<file path="src/hw/rtl/assert_macros.svh">
// ----------------------------------------------------------------------------
// Assertion macros
// Shared concurrent assertion wrappers; empty when SYNTH is defined.
// ----------------------------------------------------------------------------
`ifndef ASSERT_MACROS_SVH
`define ASSERT_MACROS_SVH

`ifndef SYNTH

`define ASSERT_IMP(name, clk, rst, ante, cons, msg) \
   name: assert property (@(posedge clk) disable iff (rst) (ante) |-> (cons)) \
      else $error(msg);

`define ASSERT_NEXT(name, clk, rst, ante, cons, msg) \
   name: assert property (@(posedge clk) disable iff (rst) (ante) |=> (cons)) \
      else $error(msg);

`else

`define ASSERT_IMP(name, clk, rst, ante, cons, msg)

`define ASSERT_NEXT(name, clk, rst, ante, cons, msg)

`endif

`endif

</file>
<file path="src/hw/rtl/tdma_pkg.sv">
// ----------------------------------------------------------------------------
// tdma_pkg
// Types, constants and register map of the TDMA slot scheduler.
// ----------------------------------------------------------------------------
package tdma_pkg;

   localparam int TIME_BITS = 64;
   localparam int CNT_W     = $clog2(TIME_BITS);
   localparam int WAIT_W    = 20;
   localparam int ADDR_W    = 5;
   localparam int DATA_W    = 32;
   localparam int SKEW_W    = 32;
   localparam int PROD_W    = 24;
   localparam int TGT_W     = PROD_W + 1;
   localparam int CALC_W    = TGT_W + 1;

   localparam logic [1:0]  CONVERGE_NEEDED = 2'd3;
   localparam logic [2:0]  DIVERGE_NEEDED  = 3'd5;
   localparam logic [CALC_W-1:0] MIN_WAIT_US = CALC_W'(100);
   localparam logic [CALC_W-1:0] WAIT_MAX    = CALC_W'((1 << WAIT_W) - 1);

   localparam logic [7:0]  RST_SLOT_ID    = 8'd0;
   localparam logic [7:0]  RST_NUM_SLOTS  = 8'd8;
   localparam logic [15:0] RST_SLOT_DUR   = 16'd500;
   localparam logic [15:0] RST_GUARD      = 16'd50;
   localparam logic [15:0] RST_FRAME      = 16'd4000;
   localparam logic [15:0] RST_CONV_LIMIT = 16'd30;
   localparam logic [15:0] RST_DIV_LIMIT  = 16'd150;
   localparam logic [15:0] RST_FALLBACK   = 16'd800;

   typedef enum logic [2:0] {
      REG_SLOT_ID    = 3'd0,
      REG_NUM_SLOTS  = 3'd1,
      REG_SLOT_DUR   = 3'd2,
      REG_GUARD      = 3'd3,
      REG_FRAME      = 3'd4,
      REG_CONV_LIMIT = 3'd5,
      REG_DIV_LIMIT  = 3'd6,
      REG_FALLBACK   = 3'd7
   } reg_idx_type;

   localparam logic FUNC_SKEW = 1'b0;
   localparam logic FUNC_SLOT = 1'b1;

   typedef struct packed {
      logic               func;
      logic signed [31:0] clock_skew;
      logic [63:0]        server_time_us;
   } req_type;

   typedef struct packed {
      logic [WAIT_W-1:0] wait_us;
      logic              tdma_active;
      logic              diverged;
   } rsp_type;

   typedef struct packed {
      logic [7:0]  tracker_slot_id;
      logic [7:0]  num_slots;
      logic [15:0] slot_duration_us;
      logic [15:0] guard_time_us;
      logic [15:0] frame_interval_us;
      logic [15:0] converge_limit;
      logic [15:0] diverge_limit;
      logic [15:0] fallback_wait_us;
   } cfg_type;

   typedef enum logic [2:0] {
      ST_IDLE,
      ST_DECIDE,
      ST_DIV,
      ST_MUL,
      ST_FIN,
      ST_WRITE
   } state_type;

   typedef struct packed {
      logic capture;
      logic skew_upd;
      logic use_fallback;
      logic div_step;
      logic mul;
      logic finish;
      logic load_out;
   } cmd_type;

   typedef struct packed {
      logic is_req;
      logic fallback;
      logic div_last;
      logic out_free;
      logic tdma_on;
   } status_type;

endpackage

</file>
<file path="src/hw/rtl/tdma_csr.sv">
// ----------------------------------------------------------------------------
// tdma_csr
// APB configuration registers of the slot scheduler.
// ----------------------------------------------------------------------------
module tdma_csr (
   input  logic                          clock,
   input  logic                          reset,
   input  logic                          psel,
   input  logic                          penable,
   input  logic                          pwrite,
   input  logic [tdma_pkg::ADDR_W-1:0]   paddr,
   input  logic [tdma_pkg::DATA_W-1:0]   pwdata,
   output logic [tdma_pkg::DATA_W-1:0]   prdata,
   output logic                          pready,
   output tdma_pkg::cfg_type             cfg
);
   import tdma_pkg::*;

   cfg_type     cfg_ff, cfg_in;
   reg_idx_type idx;
   logic        wr_en;

   assign idx   = reg_idx_type'(paddr[ADDR_W-1:2]);
   assign wr_en = psel && penable && pwrite;
   assign pready = 1'b1;
   assign cfg   = cfg_ff;

   always_comb begin
      cfg_in = cfg_ff;
      if (wr_en) begin
         case (idx)
            REG_SLOT_ID:    cfg_in.tracker_slot_id   = pwdata[7:0];
            REG_NUM_SLOTS:  cfg_in.num_slots         = pwdata[7:0];
            REG_SLOT_DUR:   cfg_in.slot_duration_us  = pwdata[15:0];
            REG_GUARD:      cfg_in.guard_time_us     = pwdata[15:0];
            REG_FRAME:      cfg_in.frame_interval_us = pwdata[15:0];
            REG_CONV_LIMIT: cfg_in.converge_limit    = pwdata[15:0];
            REG_DIV_LIMIT:  cfg_in.diverge_limit     = pwdata[15:0];
            REG_FALLBACK:   cfg_in.fallback_wait_us  = pwdata[15:0];
            default:        cfg_in = cfg_ff;
         endcase
      end
   end

   always_comb begin
      case (idx)
         REG_SLOT_ID:    prdata = {24'd0, cfg_ff.tracker_slot_id};
         REG_NUM_SLOTS:  prdata = {24'd0, cfg_ff.num_slots};
         REG_SLOT_DUR:   prdata = {16'd0, cfg_ff.slot_duration_us};
         REG_GUARD:      prdata = {16'd0, cfg_ff.guard_time_us};
         REG_FRAME:      prdata = {16'd0, cfg_ff.frame_interval_us};
         REG_CONV_LIMIT: prdata = {16'd0, cfg_ff.converge_limit};
         REG_DIV_LIMIT:  prdata = {16'd0, cfg_ff.diverge_limit};
         REG_FALLBACK:   prdata = {16'd0, cfg_ff.fallback_wait_us};
         default:        prdata = '0;
      endcase
   end

   always_ff @(posedge clock) begin
      if (reset) begin
         cfg_ff.tracker_slot_id   <= RST_SLOT_ID;
         cfg_ff.num_slots         <= RST_NUM_SLOTS;
         cfg_ff.slot_duration_us  <= RST_SLOT_DUR;
         cfg_ff.guard_time_us     <= RST_GUARD;
         cfg_ff.frame_interval_us <= RST_FRAME;
         cfg_ff.converge_limit    <= RST_CONV_LIMIT;
         cfg_ff.diverge_limit     <= RST_DIV_LIMIT;
         cfg_ff.fallback_wait_us  <= RST_FALLBACK;
      end else begin
         cfg_ff <= cfg_in;
      end
   end

endmodule

</file>
<file path="src/hw/rtl/tdma_ctrl.sv">
// ----------------------------------------------------------------------------
// tdma_ctrl
// Sequencer for skew reports and slot requests.
// ----------------------------------------------------------------------------
module tdma_ctrl (
   input  logic                 clock,
   input  logic                 reset,
   input  logic                 req_valid,
   output logic                 req_ready,
   input  tdma_pkg::status_type status,
   output tdma_pkg::cmd_type    cmd,
   output tdma_pkg::state_type  state
);
   import tdma_pkg::*;

   state_type state_ff, state_in;

   assign state = state_ff;

   always_ff @(posedge clock) begin
      if (reset) begin
         state_ff <= ST_IDLE;
      end else begin
         state_ff <= state_in;
      end
   end

   always_comb begin
      state_in  = state_ff;
      cmd       = '0;
      req_ready = 1'b0;
      case (state_ff)
         ST_IDLE: begin
            req_ready = 1'b1;
            if (req_valid) begin
               cmd.capture = 1'b1;
               state_in    = ST_DECIDE;
            end
         end
         ST_DECIDE: begin
            if (!status.is_req) begin
               cmd.skew_upd = 1'b1;
               state_in     = ST_WRITE;
            end else if (status.fallback) begin
               cmd.use_fallback = 1'b1;
               state_in         = ST_WRITE;
            end else begin
               state_in = ST_DIV;
            end
         end
         ST_DIV: begin
            cmd.div_step = 1'b1;
            if (status.div_last) begin
               state_in = ST_MUL;
            end
         end
         ST_MUL: begin
            cmd.mul  = 1'b1;
            state_in = ST_FIN;
         end
         ST_FIN: begin
            cmd.finish = 1'b1;
            state_in   = ST_WRITE;
         end
         ST_WRITE: begin
            if (status.out_free) begin
               cmd.load_out = 1'b1;
               state_in     = ST_IDLE;
            end
         end
         default: begin
            state_in = ST_IDLE;
         end
      endcase
   end

endmodule

</file>
<file path="src/hw/rtl/tdma_dp.sv">
// ----------------------------------------------------------------------------
// tdma_dp
// Skew tracking state, serial remainder unit, slot arithmetic and output stage.
// ----------------------------------------------------------------------------
module tdma_dp (
   input  logic                 clock,
   input  logic                 reset,
   input  tdma_pkg::cfg_type    cfg,
   input  tdma_pkg::req_type    req_payload,
   input  tdma_pkg::cmd_type    cmd,
   output tdma_pkg::status_type status,
   output logic                 rsp_valid,
   input  logic                 rsp_ready,
   output tdma_pkg::rsp_type    rsp_payload
);
   import tdma_pkg::*;

   localparam logic [CNT_W-1:0] CNT_TOP  = CNT_W'(TIME_BITS - 1);
   localparam logic [CNT_W-1:0] SID_LAST = CNT_W'(TIME_BITS - 8);

   logic [SKEW_W-1:0]    skew_ff;
   logic [TIME_BITS-1:0] time_ff;
   logic                 is_req_ff;
   logic [15:0]          rem_ff;
   logic [7:0]           sid_ff;
   logic [7:0]           srem_ff;
   logic [CNT_W-1:0]     cnt_ff;
   logic [PROD_W-1:0]    prod_ff;
   logic [WAIT_W-1:0]    wait_ff;
   logic                 tdma_on_ff, tdma_on_in;
   logic [1:0]           crun_ff, crun_in;
   logic [2:0]           drun_ff, drun_in;
   rsp_type              out_ff;
   logic                 out_valid_ff, out_valid_in;

   logic [SKEW_W-1:0] mag;
   logic              is_conv, is_div;
   logic [16:0]       rem_sh;
   logic [15:0]       rem_in;
   logic [8:0]        srem_sh;
   logic [7:0]        srem_in;
   logic [7:0]        slot;
   logic [TGT_W-1:0]  target;
   logic [CALC_W-1:0] pos_x, frame_x, tgt_x, wait_a, wait_b;
   logic [WAIT_W-1:0] wait_sat;

   // skew magnitude and zone
   assign mag     = skew_ff[SKEW_W-1] ? (~skew_ff + SKEW_W'(1)) : skew_ff;
   assign is_conv = mag <= {16'd0, cfg.converge_limit};
   assign is_div  = mag > {16'd0, cfg.diverge_limit};

   always_comb begin
      tdma_on_in = tdma_on_ff;
      crun_in    = crun_ff;
      drun_in    = drun_ff;
      if (cmd.skew_upd) begin
         if (is_conv) begin
            crun_in = (crun_ff < CONVERGE_NEEDED) ? crun_ff + 2'd1 : crun_ff;
            drun_in = '0;
            if (crun_in == CONVERGE_NEEDED) begin
               tdma_on_in = 1'b1;
            end
         end else if (is_div) begin
            drun_in = (drun_ff < DIVERGE_NEEDED) ? drun_ff + 3'd1 : drun_ff;
            crun_in = '0;
         end else begin
            crun_in = '0;
            drun_in = '0;
         end
      end
   end

   // one restoring step per cycle while div_step is set; the slot-id remainder steps only while cnt_ff >= SID_LAST
   assign rem_sh  = {rem_ff, time_ff[TIME_BITS-1]};
   assign rem_in  = (rem_sh >= {1'b0, cfg.frame_interval_us}) ?
                    16'(rem_sh - {1'b0, cfg.frame_interval_us}) : rem_sh[15:0];
   assign srem_sh = {srem_ff, sid_ff[7]};
   assign srem_in = (srem_sh >= {1'b0, cfg.num_slots}) ?
                    8'(srem_sh - {1'b0, cfg.num_slots}) : srem_sh[7:0];

   assign slot   = (cfg.num_slots == 8'd0) ? 8'd0 : srem_ff;
   assign target = {1'b0, prod_ff} + TGT_W'(cfg.guard_time_us);

   // wait to the transmit point, wrapped into the next frame when too close
   always_comb begin
      pos_x   = CALC_W'(rem_ff);
      frame_x = CALC_W'(cfg.frame_interval_us);
      tgt_x   = CALC_W'(target);
      wait_a  = (pos_x < tgt_x) ? (tgt_x - pos_x) : (frame_x - pos_x + tgt_x);
      wait_b  = (wait_a < MIN_WAIT_US) ? (wait_a + frame_x) : wait_a;
      wait_sat = (wait_b > WAIT_MAX) ? WAIT_MAX[WAIT_W-1:0] : wait_b[WAIT_W-1:0];
   end

   always_comb begin
      out_valid_in = out_valid_ff;
      if (cmd.load_out) begin
         out_valid_in = 1'b1;
      end else if (rsp_ready) begin
         out_valid_in = 1'b0;
      end
   end

   always_ff @(posedge clock) begin
      if (reset) begin
         tdma_on_ff   <= 1'b0;
         crun_ff      <= '0;
         drun_ff      <= '0;
         out_valid_ff <= 1'b0;
         cnt_ff       <= '0;
      end else begin
         tdma_on_ff   <= tdma_on_in;
         crun_ff      <= crun_in;
         drun_ff      <= drun_in;
         out_valid_ff <= out_valid_in;
         if (cmd.capture) begin
            cnt_ff <= CNT_TOP;
         end else if (cmd.div_step) begin
            cnt_ff <= cnt_ff - CNT_W'(1);
         end
      end
   end

   always_ff @(posedge clock) begin
      if (cmd.capture) begin
         skew_ff   <= req_payload.clock_skew;
         time_ff   <= req_payload.server_time_us[TIME_BITS-1:0];
         is_req_ff <= (req_payload.func == FUNC_SLOT);
         rem_ff    <= '0;
         srem_ff   <= '0;
         sid_ff    <= cfg.tracker_slot_id;
      end else if (cmd.div_step) begin
         time_ff <= {time_ff[TIME_BITS-2:0], 1'b0};
         rem_ff  <= rem_in;
         if (cnt_ff >= SID_LAST) begin
            srem_ff <= srem_in;
            sid_ff  <= {sid_ff[6:0], 1'b0};
         end
      end
      if (cmd.mul) begin
         prod_ff <= PROD_W'(slot) * PROD_W'(cfg.slot_duration_us);
      end
      if (cmd.skew_upd) begin
         wait_ff <= '0;
      end else if (cmd.use_fallback) begin
         wait_ff <= WAIT_W'(cfg.fallback_wait_us);
      end else if (cmd.finish) begin
         wait_ff <= wait_sat;
      end
      if (cmd.load_out) begin
         out_ff.wait_us     <= wait_ff;
         out_ff.tdma_active <= tdma_on_ff;
         out_ff.diverged    <= tdma_on_ff && (drun_ff >= DIVERGE_NEEDED);
      end
   end

   assign status.is_req   = is_req_ff;
   assign status.fallback = !tdma_on_ff || (time_ff == '0) ||
                            (cfg.frame_interval_us == 16'd0);
   assign status.div_last = (cnt_ff == '0);
   assign status.out_free = !out_valid_ff || rsp_ready;
   assign status.tdma_on  = tdma_on_ff;

   assign rsp_valid   = out_valid_ff;
   assign rsp_payload = out_ff;

endmodule

</file>
<file path="src/hw/rtl/tdma_slot_scheduler.sv">
// ----------------------------------------------------------------------------
// tdma_slot_scheduler
// Skew-driven TDMA enable and per-request wait to the next transmit slot.
// ----------------------------------------------------------------------------
// One item at a time. A skew report goes from ST_DECIDE to ST_WRITE; a slot
// request in TDMA mode passes ST_DECIDE, ST_DIV, ST_MUL, ST_FIN and ST_WRITE,
// where ST_DIV forms the bit-serial remainder of the server time by the frame
// length, one bit per cycle. A request answered with the fallback wait goes
// from ST_DECIDE straight to ST_WRITE. The result sits in an output register,
// so the next item is taken as soon as the previous one is handed there, even
// while it waits on rsp_ready.
// ----------------------------------------------------------------------------
`include "assert_macros.svh"

module tdma_slot_scheduler (
   input  logic                          clock,
   input  logic                          reset,
   input  logic                          req_valid,
   output logic                          req_ready,
   input  tdma_pkg::req_type             req_payload,
   output logic                          rsp_valid,
   input  logic                          rsp_ready,
   output tdma_pkg::rsp_type             rsp_payload,
   input  logic                          psel,
   input  logic                          penable,
   input  logic                          pwrite,
   input  logic [tdma_pkg::ADDR_W-1:0]   paddr,
   input  logic [tdma_pkg::DATA_W-1:0]   pwdata,
   output logic [tdma_pkg::DATA_W-1:0]   prdata,
   output logic                          pready
);
   import tdma_pkg::*;

   cfg_type    cfg;
   cmd_type    cmd;
   status_type status;
   state_type  state;

   tdma_csr u_csr (
      .clock   (clock),
      .reset   (reset),
      .psel    (psel),
      .penable (penable),
      .pwrite  (pwrite),
      .paddr   (paddr),
      .pwdata  (pwdata),
      .prdata  (prdata),
      .pready  (pready),
      .cfg     (cfg)
   );

   tdma_ctrl u_ctrl (
      .clock     (clock),
      .reset     (reset),
      .req_valid (req_valid),
      .req_ready (req_ready),
      .status    (status),
      .cmd       (cmd),
      .state     (state)
   );

   tdma_dp u_dp (
      .clock       (clock),
      .reset       (reset),
      .cfg         (cfg),
      .req_payload (req_payload),
      .cmd         (cmd),
      .status      (status),
      .rsp_valid   (rsp_valid),
      .rsp_ready   (rsp_ready),
      .rsp_payload (rsp_payload)
   );

   `ASSERT_IMP(a_div_needs_tdma, clock, reset, rsp_valid && rsp_payload.diverged, rsp_payload.tdma_active, "diverged without tdma")
   `ASSERT_NEXT(a_tdma_sticky, clock, reset, status.tdma_on, status.tdma_on, "tdma mode dropped")
   `ASSERT_NEXT(a_one_in_flight, clock, reset, req_valid && req_ready, !req_ready && (state == ST_DECIDE), "second transaction accepted while busy")

endmodule
</file>
<file path="config.mk">
export PLATFORM = sky130hd
export DESIGN_NAME = tdma_slot_scheduler
export DESIGN_NICKNAME = d
export VERILOG_FILES = /design/src/hw/rtl/tdma_pkg.sv /design/src/hw/rtl/tdma_csr.sv /design/src/hw/rtl/tdma_ctrl.sv /design/src/hw/rtl/tdma_dp.sv /design/src/hw/rtl/tdma_slot_scheduler.sv
export VERILOG_INCLUDE_DIRS = /design/src /design/src/hw/rtl
export SDC_FILE = /design/constraint.sdc
export NUM_CORES = 1
export LEC_CHECK = 0
export ABC_AREA = 1
export CELL_PAD_IN_SITES_DETAIL_PLACEMENT = 0
export CELL_PAD_IN_SITES_GLOBAL_PLACEMENT = 2
export CORE_MARGIN = 2
export CORE_UTILIZATION = 41
export DETAILED_ROUTE_END_ITERATION = 6
export DONT_BUFFER_PORTS = 1
export PLACE_DENSITY = 0.93
export SLEW_MARGIN = 0
export SYNTH_ARGS = -nofsm -noshare
export SYNTH_HDL_FRONTEND = slang
export SYNTH_SLANG_ARGS = --single-unit
</file>
<file path="constraint.sdc">
create_clock -name clock -period 13.05 [get_ports clock]
set_clock_uncertainty 0.2 [all_clocks]
set_input_delay 0.6525 -clock clock [delete_from_list [all_inputs] [get_ports clock]]
set_output_delay 0.6525 -clock clock [all_outputs]
set_load 0.02 [all_outputs]
</file>
==> flow_summary_export.csv <==
group,metric,value,unit
global_routing,gr-total-overflow,0,
place,gp_congestion,0.937,
clock_tree,cts_hold_buffers,43,
final_layout,stdcell_area,27000,sq um
clock_tree,cts_made_buffers,36,
final_layout,fill_cells,5961,
timing,max_freq,133,MHz
clock_tree,clk-insertion-delay-late,0.57,ns
clock_tree,cts.root.buffer_cell,"clkbuf_16",
pwr,powerDensity,101,nW/um^2
routing,vias,21600,
global_routing,antenna_found_initial,0,
place,numPortBuffers,0,
synth,synthFlopType,"dfxtp_1",
pwr,cellLeakagePower,12.2,nW
timing,setup-tns-final,0,ns
min_path,hold_path.class,"input pin to flop",
synth,synth_area,24700,sq um
floorplan,dieArea,62200,sq um
synth,yosysSeqAreaShare,32.3,%
synth,synth_edf_count,151,
pwr,switching_share,28.7,%
synth,async_reset_ff_share,0,%
flow_run,maxCapViolCount,0,
final_layout,final_cell_mix,"nand2_1, inv_1, a21oi_1",
timing,fin_hold_ws,0.0273,ns
worst_setup_path,worstSetupStartpointType,"flop",
worst_setup_path,crit_type,"flop to flop",
pwr,p_sw,0.784,mW
synth,yosysWarnings,0,
clock_tree,cts_sinks,323,
timing,rsz0062_at_grt,"no",
routing,drt_iter0_drc,1533,
global_routing,grt_pass1_vias,20600,
run_status,outcome,"finished clean",
clock_tree,clockBufferDepth,3,
final_layout,drive_gt1_share,3.53,%
worst_setup_path,crit_arrival,7.71,ns
clock_tree,htree_levels,2,
synth,yosysUniqueCellTypes,56,
synth,ys_ff_latch,323,
timing,slew_violations,0,
global_routing,grt_max_degree,100,
synth,synth_area_per_cell,7.58,sq um
routing,drt-total-wl,75.8,mm
pwr,vdd_drop_max,0.000122,V
pwr,clkPwrFrac,38.7,%
final_layout,final_util,45.6,%
worst_setup_path,slowest_delay,0.46,ns
final_layout,layout_commonest_cell,"nand2_1",
place,hpwl,59.7,mm
routing,drc,0,
routing,drt_pass1_iterations,5,
worst_setup_path,required,13.26,ns
floorplan,die_y,249,microns
clock_tree,clkSlewWorstSetupHoldPaths,0.06,ns
worst_setup_path,path_max_fanout,33,
place,placed_area,25300,sq um
floorplan,pin_count,198,
routing,antenna_left,0,
timing,tightest_slew,1.21,ns
timing,min_period,7.50,ns
routing,via_per_inst,5.33,
clock_tree,cts_setup_buffers,0,
final_layout,nets,3686,
timing,hold_viol,0,
global_routing,grt_pass1_wl,117,mm
pwr,combPwrFrac,15.6,%
worst_setup_path,crit_top_cell,"nand2_1",
pwr,total_power,2.73,mW
floorplan,die_x,249,microns
timing,maxSlewHeadroom,19.0,%
floorplan,core_area,59200,sq um
final_layout,area_growth,9.39,%
floorplan,rows,89,
clock_tree,cts_tree,"yes",
floorplan,start_util,41.7,%
pwr,pwr-share-seq,45.7,%
routing,wl_per_cell,18.7,microns
worst_setup_path,endpoint_kind,"flop",
pwr,p_int,1.95,mW
global_routing,gr-usage-all-layers,23.8,%
synth,syn_inst,3254,
worst_setup_path,crit_slowest_cell,"dfxtp_1",
clock_tree,cts-resized-gates,0,
timing,fin_crit_sh,57.4,%
timing,setup_viol,0,
[worst paths after layout]
path,startpoint,endpoint,slack (ns),cells past startpoint
setup / recovery,u_csr.cfg[64],u_dp.wait_ff[15],5.55,36
hold / removal,pwdata[10],u_csr.cfg[74],0.03,2
setup reg to reg,u_csr.cfg[64],u_dp.wait_ff[15],5.55,36
hold reg to reg,u_dp.wait_ff[11],u_dp.rsp_payload[13],0.23,0
[power groups by stage]
stage	clock network (mW)	registers (mW)	logic (mW)
after CTS	1.08	1.25	0.427
after global placement	0	1.27	0.400
after detailed placement	0	1.27	0.411
after floorplan	0	1.25	0.325
final	1.06	1.25	0.427
after global routing	1.12	1.26	0.489
[flip-flops by register name, indices dropped and copies added, names as in the netlist]
signal,flops
u_dp.skew_ff,32
u_dp.prod_ff,24
u_dp.time_ff,64
u_csr.cfg,112
u_dp.tdma_on_ff,1
u_dp.crun_ff,2
u_dp.cnt_ff,6
u_dp.is_req_ff,1
u_dp.rsp_valid,1
u_dp.srem_ff,8
u_ctrl.state,3
u_dp.wait_ff,20
u_dp.rem_ff,16
u_dp.rsp_payload,22
u_dp.sid_ff,8
u_dp.drun_ff,3
[synth_stat cells (all sizes together) (4+ instances only)]
| cell | number | area (sq um) |
|---|---|---|
| nand4 | 29 | 181 |
| a21boi | 5 | 37.5 |
| o211ai | 26 | 195 |
| nand2 | 766 | 2920 |
| a21o | 8 | 60.1 |
| edfxtp | 151 | 4530 |
| o22ai | 25 | 156 |
| nor4 | 31 | 194 |
| fa | 91 | 1820 |
| a21oi | 268 | 1350 |
| a31oi | 9 | 56.3 |
| dfxtp | 172 | 3440 |
| a211oi | 7 | 52.6 |
| nor3 | 42 | 226 |
| a221oi | 14 | 123 |
| nand3 | 120 | 611 |
| o21a | 11 | 82.6 |
| a22oi | 8 | 60.1 |
| or2 | 7 | 43.8 |
| clkinv | 4 | 15.0 |
| buf | 30 | 216 |
| ha | 197 | 2460 |
| xor2 | 75 | 657 |
| o21bai | 17 | 128 |
| xnor2 | 65 | 569 |
| o21ai | 249 | 1250 |
| nor2 | 268 | 1040 |
| inv | 460 | 1730 |
| clkbuf | 74 | 278 |
[layer usage]
layer / up-vias / share of wire (%) / global-route usage (%)
met1: 10300 / 45 / 32.2
met5: - / 0 / 0
met3: 79 / 6.8 / 5.34
li1: 10700 / - / -
met4: 0 / 1.7 / 4.94
met2: 554 / 46 / 39.0
[cell type report]
class	count	area, sq um	share of cell area, %
multi-input combinational	2378	14600	53.9
sequential	323	7980	29.6
inverter	464	1740	6.46
clock buffer	53	1070	3.95
tap	773	967	3.58
timing repair buffer	54	513	1.90
clock inverter	13	166	0.616
antenna	2	5.00	0.0185
[stage by stage]
step / cells / setup slack, ns
floorplan: 3269 / 7.21
global placement: 3949 / 5.66
detailed placement: 3949 / 5.62
CTS: 4058 / 5.57
global route: 4058 / 4.86
finish: 4060 / 5.55
[cell families (layout without fill, tap and decap cells)]
group	count (synthesis)	count (layout)	share of synthesized area (%)
and+or+nand+nor	1271	1271	21.3
AOI/OAI and AO/OA	662	662	14.9
buffers and inverters	568	584	9.06
DFF	323	323	32.3
adders and majority gates	288	288	17.4
xor gates and xnor gates	140	140	4.97
other	2	19	0.0304
[critical path, delay by kind of cell (launching register included)]
kind	cells	cell delay, ns
adder cells (fa/ha/maj)	4	1.37
AND/OR/NAND/NOR	15	2.38
AO/OA/AOI/OAI	11	2.15
XOR/XNOR	2	0.49
flip-flops	1	0.46
buffers and inverters	4	0.27
Note: power is estimated with default switching activity, not from simulation.
